### src/rtl/core/rbi2d_pkg.sv
// ----------------------------------------------------------------------------
// rbi2d_pkg
// Shared types, codes, saturation helper and microcode for the 2D integrator.
// ----------------------------------------------------------------------------
package rbi2d_pkg;

  localparam int unsigned FracBitsDef = 16;
  localparam int unsigned SumW        = 36;
  localparam int unsigned DivSteps    = 9;
  localparam int unsigned DivBits     = 4;
  localparam logic [SumW-1:0] DivBias = 36'h6_0000_0000;
  localparam logic [SumW:0]   DivOffs = 37'h02_0000_0000;
  localparam int unsigned PcW         = 7;

  localparam logic [PcW-1:0] PcKin   = 7'd0;
  localparam logic [PcW-1:0] PcEul   = 7'd7;
  localparam logic [PcW-1:0] PcRk    = 7'd32;
  localparam logic [PcW-1:0] PcStage = 7'd33;

  localparam logic [1:0] KindKin = 2'd1;
  localparam logic [1:0] KindDyn = 2'd2;

  typedef enum logic [2:0] {
    CMD_FORCE  = 3'd0,
    CMD_TORQUE = 3'd1,
    CMD_STEP   = 3'd2,
    CMD_SLEEP  = 3'd3,
    CMD_POSE   = 3'd4,
    CMD_VEL    = 3'd5
  } cmd_e;

  typedef enum logic [2:0] {
    REG_MODE = 3'd0,
    REG_DT   = 3'd1,
    REG_GX   = 3'd2,
    REG_GY   = 3'd3,
    REG_INVM = 3'd4,
    REG_INVI = 3'd5,
    REG_LIN  = 3'd6,
    REG_ANG  = 3'd7
  } cfg_idx_e;

  typedef enum logic [3:0] {
    OP_NOP, OP_MUL, OP_ADD, OP_SUB, OP_ACC, OP_DIV,
    OP_CLRK, OP_CLRF, OP_END, OP_SIMPLE
  } op_e;

  typedef enum logic [4:0] {
    SEL_ZERO, SEL_PX, SEL_PY, SEL_PA, SEL_VX, SEL_VY, SEL_W,
    SEL_AX, SEL_AY, SEL_AW, SEL_FX, SEL_FY, SEL_TQ, SEL_GX, SEL_GY,
    SEL_INVM, SEL_INVI, SEL_LIN, SEL_ANG, SEL_DT, SEL_H, SEL_T0, SEL_T1,
    SEL_KVX, SEL_KVY, SEL_KW, SEL_KAX, SEL_KAY, SEL_KAW, SEL_Q
  } sel_e;

  typedef enum logic [2:0] {
    ST_IDLE, ST_DISP, ST_RUN, ST_DIV, ST_DONE
  } state_e;

  typedef struct packed {
    op_e        op;
    sel_e       dst;
    sel_e       src_a;
    sel_e       src_b;
    logic [2:0] idx;
  } uop_t;

  typedef struct packed {
    logic       load;
    uop_t       uop;
    logic [1:0] stage;
  } dp_cmd_t;

  typedef struct packed {
    logic [2:0] cmd;
    logic       sleeping;
    logic       div_done;
  } dp_stat_t;

  typedef struct packed {
    logic [3:0]         mode;
    logic [16:0]        dt;
    logic signed [31:0] gx;
    logic signed [31:0] gy;
    logic [30:0]        invm;
    logic [30:0]        invi;
    logic [30:0]        lin;
    logic [30:0]        ang;
  } cfg_t;

  typedef struct packed {
    logic signed [31:0] pos_x;
    logic signed [31:0] pos_y;
    logic signed [31:0] angle;
    logic signed [31:0] vel_x;
    logic signed [31:0] vel_y;
    logic signed [31:0] spin;
    logic signed [31:0] acc_x;
    logic signed [31:0] acc_y;
    logic signed [31:0] spin_rate;
    logic               asleep;
    logic               saturated;
  } result_t;

  typedef struct packed {
    logic               ovf;
    logic signed [31:0] val;
  } sat_t;

  // Clamp a wide signed value to the signed 32-bit range.
  function automatic sat_t sat32(input logic signed [64:0] x);
    sat_t r;
    if (x > 65'sd2147483647) begin
      r.ovf = 1'b1;
      r.val = 32'sh7fff_ffff;
    end else if (x < -65'sd2147483648) begin
      r.ovf = 1'b1;
      r.val = 32'sh8000_0000;
    end else begin
      r.ovf = 1'b0;
      r.val = x[31:0];
    end
    return r;
  endfunction

  function automatic uop_t mk(input op_e op, input sel_e d, input sel_e a,
                              input sel_e b, input logic [2:0] idx);
    uop_t u;
    u.op    = op;
    u.dst   = d;
    u.src_a = a;
    u.src_b = b;
    u.idx   = idx;
    return u;
  endfunction

  // Microcode: kinematic drift, semi-implicit Euler, and RK4 with a
  // four-pass stage loop followed by the weighted-average updates.
  function automatic uop_t urom(input logic [PcW-1:0] pc);
    uop_t u;
    case (pc)
      7'd0:  u = mk(OP_MUL, SEL_T0, SEL_VX, SEL_DT, 3'd0);
      7'd1:  u = mk(OP_ADD, SEL_PX, SEL_PX, SEL_T0, 3'd0);
      7'd2:  u = mk(OP_MUL, SEL_T0, SEL_VY, SEL_DT, 3'd0);
      7'd3:  u = mk(OP_ADD, SEL_PY, SEL_PY, SEL_T0, 3'd0);
      7'd4:  u = mk(OP_MUL, SEL_T0, SEL_W, SEL_DT, 3'd0);
      7'd5:  u = mk(OP_ADD, SEL_PA, SEL_PA, SEL_T0, 3'd0);
      7'd6:  u = mk(OP_END, SEL_ZERO, SEL_ZERO, SEL_ZERO, 3'd0);
      7'd7:  u = mk(OP_ADD, SEL_T0, SEL_FX, SEL_GX, 3'd0);
      7'd8:  u = mk(OP_MUL, SEL_T1, SEL_VX, SEL_LIN, 3'd0);
      7'd9:  u = mk(OP_SUB, SEL_T0, SEL_T0, SEL_T1, 3'd0);
      7'd10: u = mk(OP_MUL, SEL_AX, SEL_T0, SEL_INVM, 3'd0);
      7'd11: u = mk(OP_ADD, SEL_T0, SEL_FY, SEL_GY, 3'd0);
      7'd12: u = mk(OP_MUL, SEL_T1, SEL_VY, SEL_LIN, 3'd0);
      7'd13: u = mk(OP_SUB, SEL_T0, SEL_T0, SEL_T1, 3'd0);
      7'd14: u = mk(OP_MUL, SEL_AY, SEL_T0, SEL_INVM, 3'd0);
      7'd15: u = mk(OP_MUL, SEL_T0, SEL_AX, SEL_DT, 3'd0);
      7'd16: u = mk(OP_ADD, SEL_VX, SEL_VX, SEL_T0, 3'd0);
      7'd17: u = mk(OP_MUL, SEL_T0, SEL_VX, SEL_DT, 3'd0);
      7'd18: u = mk(OP_ADD, SEL_PX, SEL_PX, SEL_T0, 3'd0);
      7'd19: u = mk(OP_MUL, SEL_T0, SEL_AY, SEL_DT, 3'd0);
      7'd20: u = mk(OP_ADD, SEL_VY, SEL_VY, SEL_T0, 3'd0);
      7'd21: u = mk(OP_MUL, SEL_T0, SEL_VY, SEL_DT, 3'd0);
      7'd22: u = mk(OP_ADD, SEL_PY, SEL_PY, SEL_T0, 3'd0);
      7'd23: u = mk(OP_MUL, SEL_T1, SEL_W, SEL_ANG, 3'd0);
      7'd24: u = mk(OP_SUB, SEL_T0, SEL_TQ, SEL_T1, 3'd0);
      7'd25: u = mk(OP_MUL, SEL_AW, SEL_T0, SEL_INVI, 3'd0);
      7'd26: u = mk(OP_MUL, SEL_T0, SEL_AW, SEL_DT, 3'd0);
      7'd27: u = mk(OP_ADD, SEL_W, SEL_W, SEL_T0, 3'd0);
      7'd28: u = mk(OP_MUL, SEL_T0, SEL_W, SEL_DT, 3'd0);
      7'd29: u = mk(OP_ADD, SEL_PA, SEL_PA, SEL_T0, 3'd0);
      7'd30: u = mk(OP_CLRF, SEL_ZERO, SEL_ZERO, SEL_ZERO, 3'd0);
      7'd31: u = mk(OP_END, SEL_ZERO, SEL_ZERO, SEL_ZERO, 3'd0);
      7'd32: u = mk(OP_CLRK, SEL_ZERO, SEL_ZERO, SEL_ZERO, 3'd0);
      7'd33: u = mk(OP_MUL, SEL_T0, SEL_KAX, SEL_H, 3'd0);
      7'd34: u = mk(OP_ADD, SEL_KVX, SEL_VX, SEL_T0, 3'd0);
      7'd35: u = mk(OP_MUL, SEL_T0, SEL_KAY, SEL_H, 3'd0);
      7'd36: u = mk(OP_ADD, SEL_KVY, SEL_VY, SEL_T0, 3'd0);
      7'd37: u = mk(OP_MUL, SEL_T0, SEL_KAW, SEL_H, 3'd0);
      7'd38: u = mk(OP_ADD, SEL_KW, SEL_W, SEL_T0, 3'd0);
      7'd39: u = mk(OP_ADD, SEL_T0, SEL_FX, SEL_GX, 3'd0);
      7'd40: u = mk(OP_MUL, SEL_T1, SEL_KVX, SEL_LIN, 3'd0);
      7'd41: u = mk(OP_SUB, SEL_T0, SEL_T0, SEL_T1, 3'd0);
      7'd42: u = mk(OP_MUL, SEL_KAX, SEL_T0, SEL_INVM, 3'd0);
      7'd43: u = mk(OP_ADD, SEL_T0, SEL_FY, SEL_GY, 3'd0);
      7'd44: u = mk(OP_MUL, SEL_T1, SEL_KVY, SEL_LIN, 3'd0);
      7'd45: u = mk(OP_SUB, SEL_T0, SEL_T0, SEL_T1, 3'd0);
      7'd46: u = mk(OP_MUL, SEL_KAY, SEL_T0, SEL_INVM, 3'd0);
      7'd47: u = mk(OP_MUL, SEL_T1, SEL_KW, SEL_ANG, 3'd0);
      7'd48: u = mk(OP_SUB, SEL_T0, SEL_TQ, SEL_T1, 3'd0);
      7'd49: u = mk(OP_MUL, SEL_KAW, SEL_T0, SEL_INVI, 3'd0);
      7'd50: u = mk(OP_ACC, SEL_ZERO, SEL_ZERO, SEL_ZERO, 3'd0);
      7'd51: u = mk(OP_DIV, SEL_Q, SEL_ZERO, SEL_ZERO, 3'd0);
      7'd52: u = mk(OP_MUL, SEL_T0, SEL_Q, SEL_DT, 3'd0);
      7'd53: u = mk(OP_ADD, SEL_PX, SEL_PX, SEL_T0, 3'd0);
      7'd54: u = mk(OP_DIV, SEL_Q, SEL_ZERO, SEL_ZERO, 3'd1);
      7'd55: u = mk(OP_MUL, SEL_T0, SEL_Q, SEL_DT, 3'd0);
      7'd56: u = mk(OP_ADD, SEL_PY, SEL_PY, SEL_T0, 3'd0);
      7'd57: u = mk(OP_DIV, SEL_Q, SEL_ZERO, SEL_ZERO, 3'd2);
      7'd58: u = mk(OP_MUL, SEL_T0, SEL_Q, SEL_DT, 3'd0);
      7'd59: u = mk(OP_ADD, SEL_PA, SEL_PA, SEL_T0, 3'd0);
      7'd60: u = mk(OP_DIV, SEL_Q, SEL_ZERO, SEL_ZERO, 3'd3);
      7'd61: u = mk(OP_ADD, SEL_AX, SEL_Q, SEL_ZERO, 3'd0);
      7'd62: u = mk(OP_MUL, SEL_T0, SEL_Q, SEL_DT, 3'd0);
      7'd63: u = mk(OP_ADD, SEL_VX, SEL_VX, SEL_T0, 3'd0);
      7'd64: u = mk(OP_DIV, SEL_Q, SEL_ZERO, SEL_ZERO, 3'd4);
      7'd65: u = mk(OP_ADD, SEL_AY, SEL_Q, SEL_ZERO, 3'd0);
      7'd66: u = mk(OP_MUL, SEL_T0, SEL_Q, SEL_DT, 3'd0);
      7'd67: u = mk(OP_ADD, SEL_VY, SEL_VY, SEL_T0, 3'd0);
      7'd68: u = mk(OP_DIV, SEL_Q, SEL_ZERO, SEL_ZERO, 3'd5);
      7'd69: u = mk(OP_ADD, SEL_AW, SEL_Q, SEL_ZERO, 3'd0);
      7'd70: u = mk(OP_MUL, SEL_T0, SEL_Q, SEL_DT, 3'd0);
      7'd71: u = mk(OP_ADD, SEL_W, SEL_W, SEL_T0, 3'd0);
      7'd72: u = mk(OP_CLRF, SEL_ZERO, SEL_ZERO, SEL_ZERO, 3'd0);
      default: u = mk(OP_END, SEL_ZERO, SEL_ZERO, SEL_ZERO, 3'd0);
    endcase
    return u;
  endfunction

endpackage

### src/rtl/core/rbi2d_ctrl.sv
// ----------------------------------------------------------------------------
// rbi2d_ctrl
// Sequencer: dispatches each word and walks the microcode for step commands.
// ----------------------------------------------------------------------------
module rbi2d_ctrl (
  input  logic               clk_i,
  input  logic               rst_ni,
  input  logic               in_valid_i,
  input  logic               out_busy_i,
  input  logic [3:0]         mode_i,
  input  rbi2d_pkg::dp_stat_t stat_i,
  output rbi2d_pkg::dp_cmd_t  cmd_o,
  output logic               in_stall_o,
  output logic               out_load_o
);
  import rbi2d_pkg::*;

  state_e          state_q, state_d;
  logic [PcW-1:0]  pc_q, pc_d;
  logic [1:0]      stage_q, stage_d;
  uop_t            u;

  always_ff @(posedge clk_i or negedge rst_ni) begin
    if (!rst_ni) begin
      state_q <= ST_IDLE;
      pc_q    <= '0;
      stage_q <= '0;
    end else begin
      state_q <= state_d;
      pc_q    <= pc_d;
      stage_q <= stage_d;
    end
  end

  always_comb begin
    state_d      = state_q;
    pc_d         = pc_q;
    stage_d      = stage_q;
    u            = urom(pc_q);
    cmd_o.load   = 1'b0;
    cmd_o.uop    = mk(OP_NOP, SEL_ZERO, SEL_ZERO, SEL_ZERO, 3'd0);
    cmd_o.stage  = stage_q;
    in_stall_o   = (state_q != ST_IDLE);
    out_load_o   = 1'b0;
    case (state_q)
      ST_IDLE: begin
        if (in_valid_i) begin
          cmd_o.load = 1'b1;
          state_d    = ST_DISP;
        end
      end
      ST_DISP: begin
        stage_d = 2'd0;
        if (stat_i.cmd == CMD_STEP && !stat_i.sleeping && mode_i[1:0] == KindKin) begin
          pc_d    = PcKin;
          state_d = ST_RUN;
        end else if (stat_i.cmd == CMD_STEP && !stat_i.sleeping &&
                     mode_i[1:0] == KindDyn) begin
          pc_d    = mode_i[2] ? PcRk : PcEul;
          state_d = ST_RUN;
        end else begin
          cmd_o.uop = mk(OP_SIMPLE, SEL_ZERO, SEL_ZERO, SEL_ZERO, 3'd0);
          state_d   = ST_DONE;
        end
      end
      ST_RUN: begin
        cmd_o.uop = u;
        case (u.op)
          OP_DIV: begin
            pc_d    = pc_q + 7'd1;
            state_d = ST_DIV;
          end
          OP_ACC: begin
            if (stage_q != 2'd3) begin
              stage_d = stage_q + 2'd1;
              pc_d    = PcStage;
            end else begin
              pc_d = pc_q + 7'd1;
            end
          end
          OP_END:  state_d = ST_DONE;
          default: pc_d = pc_q + 7'd1;
        endcase
      end
      ST_DIV: begin
        if (stat_i.div_done) state_d = ST_RUN;
      end
      ST_DONE: begin
        if (!out_busy_i) begin
          out_load_o = 1'b1;
          state_d    = ST_IDLE;
        end
      end
      default: state_d = ST_IDLE;
    endcase
  end

endmodule

### config.mk
export PLATFORM = sky130hd
export DESIGN_NAME = rbi2d_ctrl
export DESIGN_NICKNAME = d
export VERILOG_FILES = /design/src/rtl/core/rbi2d_pkg.sv /design/src/rtl/core/rbi2d_ctrl.sv
export SDC_FILE = /design/constraint.sdc
export NUM_CORES = 1
export LEC_CHECK = 0
export ABC_CLOCK_PERIOD_IN_PS = 5500
export BUFFER_PORTS_ARGS = -buffer_cell sky130_fd_sc_hd__buf_4
export CAP_MARGIN = 20
export CORE_AREA = 5 5 86 88
export CTS_BUF_LIST = sky130_fd_sc_hd__clkbuf_4
export CTS_CLUSTER_DIAMETER = 30
export DETAILED_ROUTE_END_ITERATION = 6
export DIE_AREA = 0 0 91 93
export REMOVE_ABC_BUFFERS = 1
export SLEW_MARGIN = 20
export SYNTH_ARGS = -nofsm -noshare
export SYNTH_HDL_FRONTEND = slang
export SYNTH_SLANG_ARGS = --single-unit
### constraint.sdc
create_clock -name clk_i -period 5.5 [get_ports clk_i]
set_input_delay 0.275 -clock clk_i [delete_from_list [all_inputs] [get_ports clk_i]]
set_output_delay 0.275 -clock clk_i [all_outputs]
set_load 0.005 [all_outputs]
==> results.txt <==
Cell mode on critical path: buf_4
Antenna fix cells: 0
Critical Path AT: 3.42 ns
Post-Route WL: 9820 um
Global-route wire length before repair: 16,200 um
Clock buffer count from CTS: 3
Adder-cell share of the synthesized area: 5.74%
Vias: 3,370
Achievable Freq: 271 MHz
Mapped Cells: 428
Initial Util: 43.1%
Setup crit start kind: flip-flop
Worst skew pair latency: 0.28 ns
Syn_area_per_cell: 6.62 um^2
Post-CTS setup buffers: 0
Initial antenna violation count: 0
DRC Markers: 0
Syn Std Cell Area: 2830 um^2
Die width: 91 um
Final Non-Filler Cells: 516
RSZ-0062 raised after global routing: no
Simple-gate share of the synthesized area: 28.3%
Pins Over Slew Limit: 0
Worst VDD drop: 0.000211 V
XOR/XNOR share of the synthesized area: 0.618%
Synthesized flop and latch total: 12
Die H: 93 um
Final core utilization: 47.5%
Slowest library cell on the worst path: ha_1
CP Class: flip-flop to output port
Worst Hold Class: primary input to flip-flop
Crit. End Element: output port
Worst Path Required: 5.22 ns
Routability cong.: 0.919
Skew final: 0.00884 ns
Max Root-Sink Buffers: 2
Clock tree root driver cell: clkbuf_4
Slew HR: 38.0%
Worst Path Max Fanout: 19
Crit share post-route: 67.1%
Max Cap Violations: 0
DR iter-0 viols: 590
Seq/Total Area, Yosys: 10.6%
IO Port Bufs: 38
TritonCTS sink count: 12
Yosys warnings: 0
EDFF count, synth: 0
Placed cell count: 511
Row count: 30
Final hold vios: 0
Post-route ant nets: 0
WL per Instance: 19.0 um
Largest net degree at the start of global routing: 48
Pwr/cell area: 524 nW/um^2
I/O pin cnt: 40
1st-pass router iterations: 5
Total track usage: 22.7%
Resize count post-CTS: 0
Ys async rst share: 100%
Leak: 1.24 nW
Layout area overhead: 10.2%
Max incr delay on CP: 0.63 ns
Synth Area in Compound Gates: 41.5%
Total grt overflow: 0
Clock slew at reported path FFs: 0.09 ns
Status: finished, final reports clean
Critical-path cell list: buf_4 > inv_1 > ha_1 > nor2b_1 > or3_1 > o2111a_1 > o22ai_1 > a21o_1 > buf_4
Synth cell types: 74
CTS H-tree depth: 1
Slew at the pin closest to its max-slew limit: 0.930 ns
Final setup fails: 0
Sum Neg Setup Slack: 0 ns
Vias in the first global route: 3,103
Die area: 8460 um^2
Multiplexer share of the synthesized area: 5.08%
Min Clock Period, post-route: 3.69 ns
Core footprint: 6570 um^2
Layout cells sized above 1: 16.3%
Top FF cell, synth: dfrtp_1
CTS tree: built
Vias per Instance: 6.53
Largest family of logic cells by synthesized area: compound AO/OA/AOI/OAI gates
Post-DP HPWL: 6840 um
Net count reported at finish: 463
==> path summary, 6_finish.rpt <==
path                                   startpoint                endpoint  slack (ns)  cells past startpoint
min in group asynchronous                  rst_ni     pc_q[2]$_DFFE_PN0P_        0.36                      2
hold / removal                         out_busy_i  state_q[2]$_DFFE_PN0P_        0.26                      2
max in group asynchronous                  rst_ni     pc_q[4]$_DFFE_PN0P_        4.96                      2
hold reg to reg            stage_q[1]$_DFFE_PN0P_  stage_q[1]$_DFFE_PN0P_        0.59                      1
setup / recovery              pc_q[1]$_DFFE_PN0P_               cmd_o[20]        1.81                      9
setup reg to reg              pc_q[1]$_DFFE_PN0P_     pc_q[2]$_DFFE_PN0P_        1.85                      9
==> final cells by class <==
| class | instances | area (um^2) |
|---|---|---|
| inverters | 10 | 37.5 |
| clock buffers | 3 | 22.5 |
| multi-input cells | 363 | 2300 |
| repair buffers | 47 | 355 |
| well taps | 80 | 100 |
| clock inverters | 1 | 3.75 |
| flip-flops and latches | 12 | 303 |
| fillers | 675 | 3450 |
==> registers in the layout, summed over array words and instances, names as in the netlist <==
register	flops
pc_q	7
stage_q	2
state_q	3
==> cell usage after synthesis, drive strengths merged (3+ instances only) <==
| library cell | instances | area share, % |
|---|---|---|
| a211oi | 12 | 3.4 |
| a21o | 4 | 1.1 |
| a21oi | 38 | 6.7 |
| a221o | 3 | 1.1 |
| a22o | 4 | 1.2 |
| a31oi | 8 | 1.8 |
| and2 | 5 | 1.1 |
| and2b | 3 | 0.88 |
| and3 | 6 | 1.3 |
| buf | 17 | 3.4 |
| clkbuf | 26 | 3.4 |
| dfrtp | 12 | 11 |
| ha | 13 | 5.7 |
| inv | 9 | 1.2 |
| mux2 | 3 | 1.2 |
| mux2i | 11 | 3.9 |
| nand2 | 49 | 6.5 |
| nand2b | 5 | 1.1 |
| nand3 | 9 | 1.6 |
| nor2 | 43 | 5.7 |
| nor2b | 12 | 2.7 |
| nor3 | 13 | 2.5 |
| nor3b | 3 | 0.97 |
| o2111ai | 3 | 1.1 |
| o211ai | 5 | 1.3 |
| o21a | 4 | 1.1 |
| o21ai | 44 | 7.9 |
| o21bai | 3 | 0.79 |
| o221ai | 4 | 1.2 |
| o22ai | 9 | 2.0 |
| o31ai | 3 | 1.3 |
| o32ai | 3 | 0.93 |
==> power breakdown <==
group | switching [mW] | internal [mW]
logic | 0.849 | 0.521
clock network | 0.0341 | 0.0263
registers | 0.0944 | 0.113
total | 0.977 | 0.660
==> stage by stage <==
stage               instance area, um^2  worst slack (ns)  hold slack, ns  power (mW)
finish                             3120              1.81           0.264        1.64
global route                       3120              1.67           0.245        1.79
CTS                                3120              1.86           0.248        1.61
detailed placement                 3090              1.94           0.129        1.54
global placement                   3090              1.97           0.129        1.53
floorplan                          2640              2.17         -0.0206        1.15
==> timing repair <==
action	in CTS	in global routing
hold endpoints to repair	12	0
hold buffers	1	0
endpoints found under the setup margin	0	0
==> critical path, delay by kind of cell, from the launching register on <==
family                     cells  cell delay [ns]
AOI/OAI and AO/OA              3             0.94
buffers and inverters          3             0.59
DFF                            1             0.33
and+or+nand+nor                2             0.63
adders and majority gates      1             0.63
==> cells by family (layout without fill, tap and decap cells) <==
family | count (synthesis) | in the layout
AOI/OAI and AO/OA | 172 | 172
muxes | 14 | 14
and+or+nand+nor | 162 | 162
adders and majority gates | 13 | 13
DFF | 12 | 12
xor gates and xnor gates | 2 | 2
buffers and inverters | 53 | 61
==> layout by cell type (no fill, tap or decap), types with 4 or more instances in the layout <==
cell       n
and2_1     5
inv_1      8
o221ai_1   4
dfrtp_1   10
o21a_1     4
ha_1      13
buf_4     46
o22ai_1    9
a21oi_1   38
o211ai_1   5
nand2b_1   5
o21ai_0   43
nor2b_1   12
a211oi_1  11
a31oi_1    8
nor3_1    12
and3_1     6
a21o_1     4
nand2_1   49
mux2i_1   11
nor2_1    43
a22o_1     4
nand3_1    9
==> per-layer routing <==
metal / part of all wire, % / vias to the layer above / GRT usage, %
met5: 0 / - / 0
met3: 7.3 / 16 / 3.30
met1: 46 / 1560 / 33.3
met2: 45 / 173 / 34.3
li1: - / 1621 / -
met4: 2.1 / 0 / 6.23
Note: power is estimated with default switching activity, not from simulation.
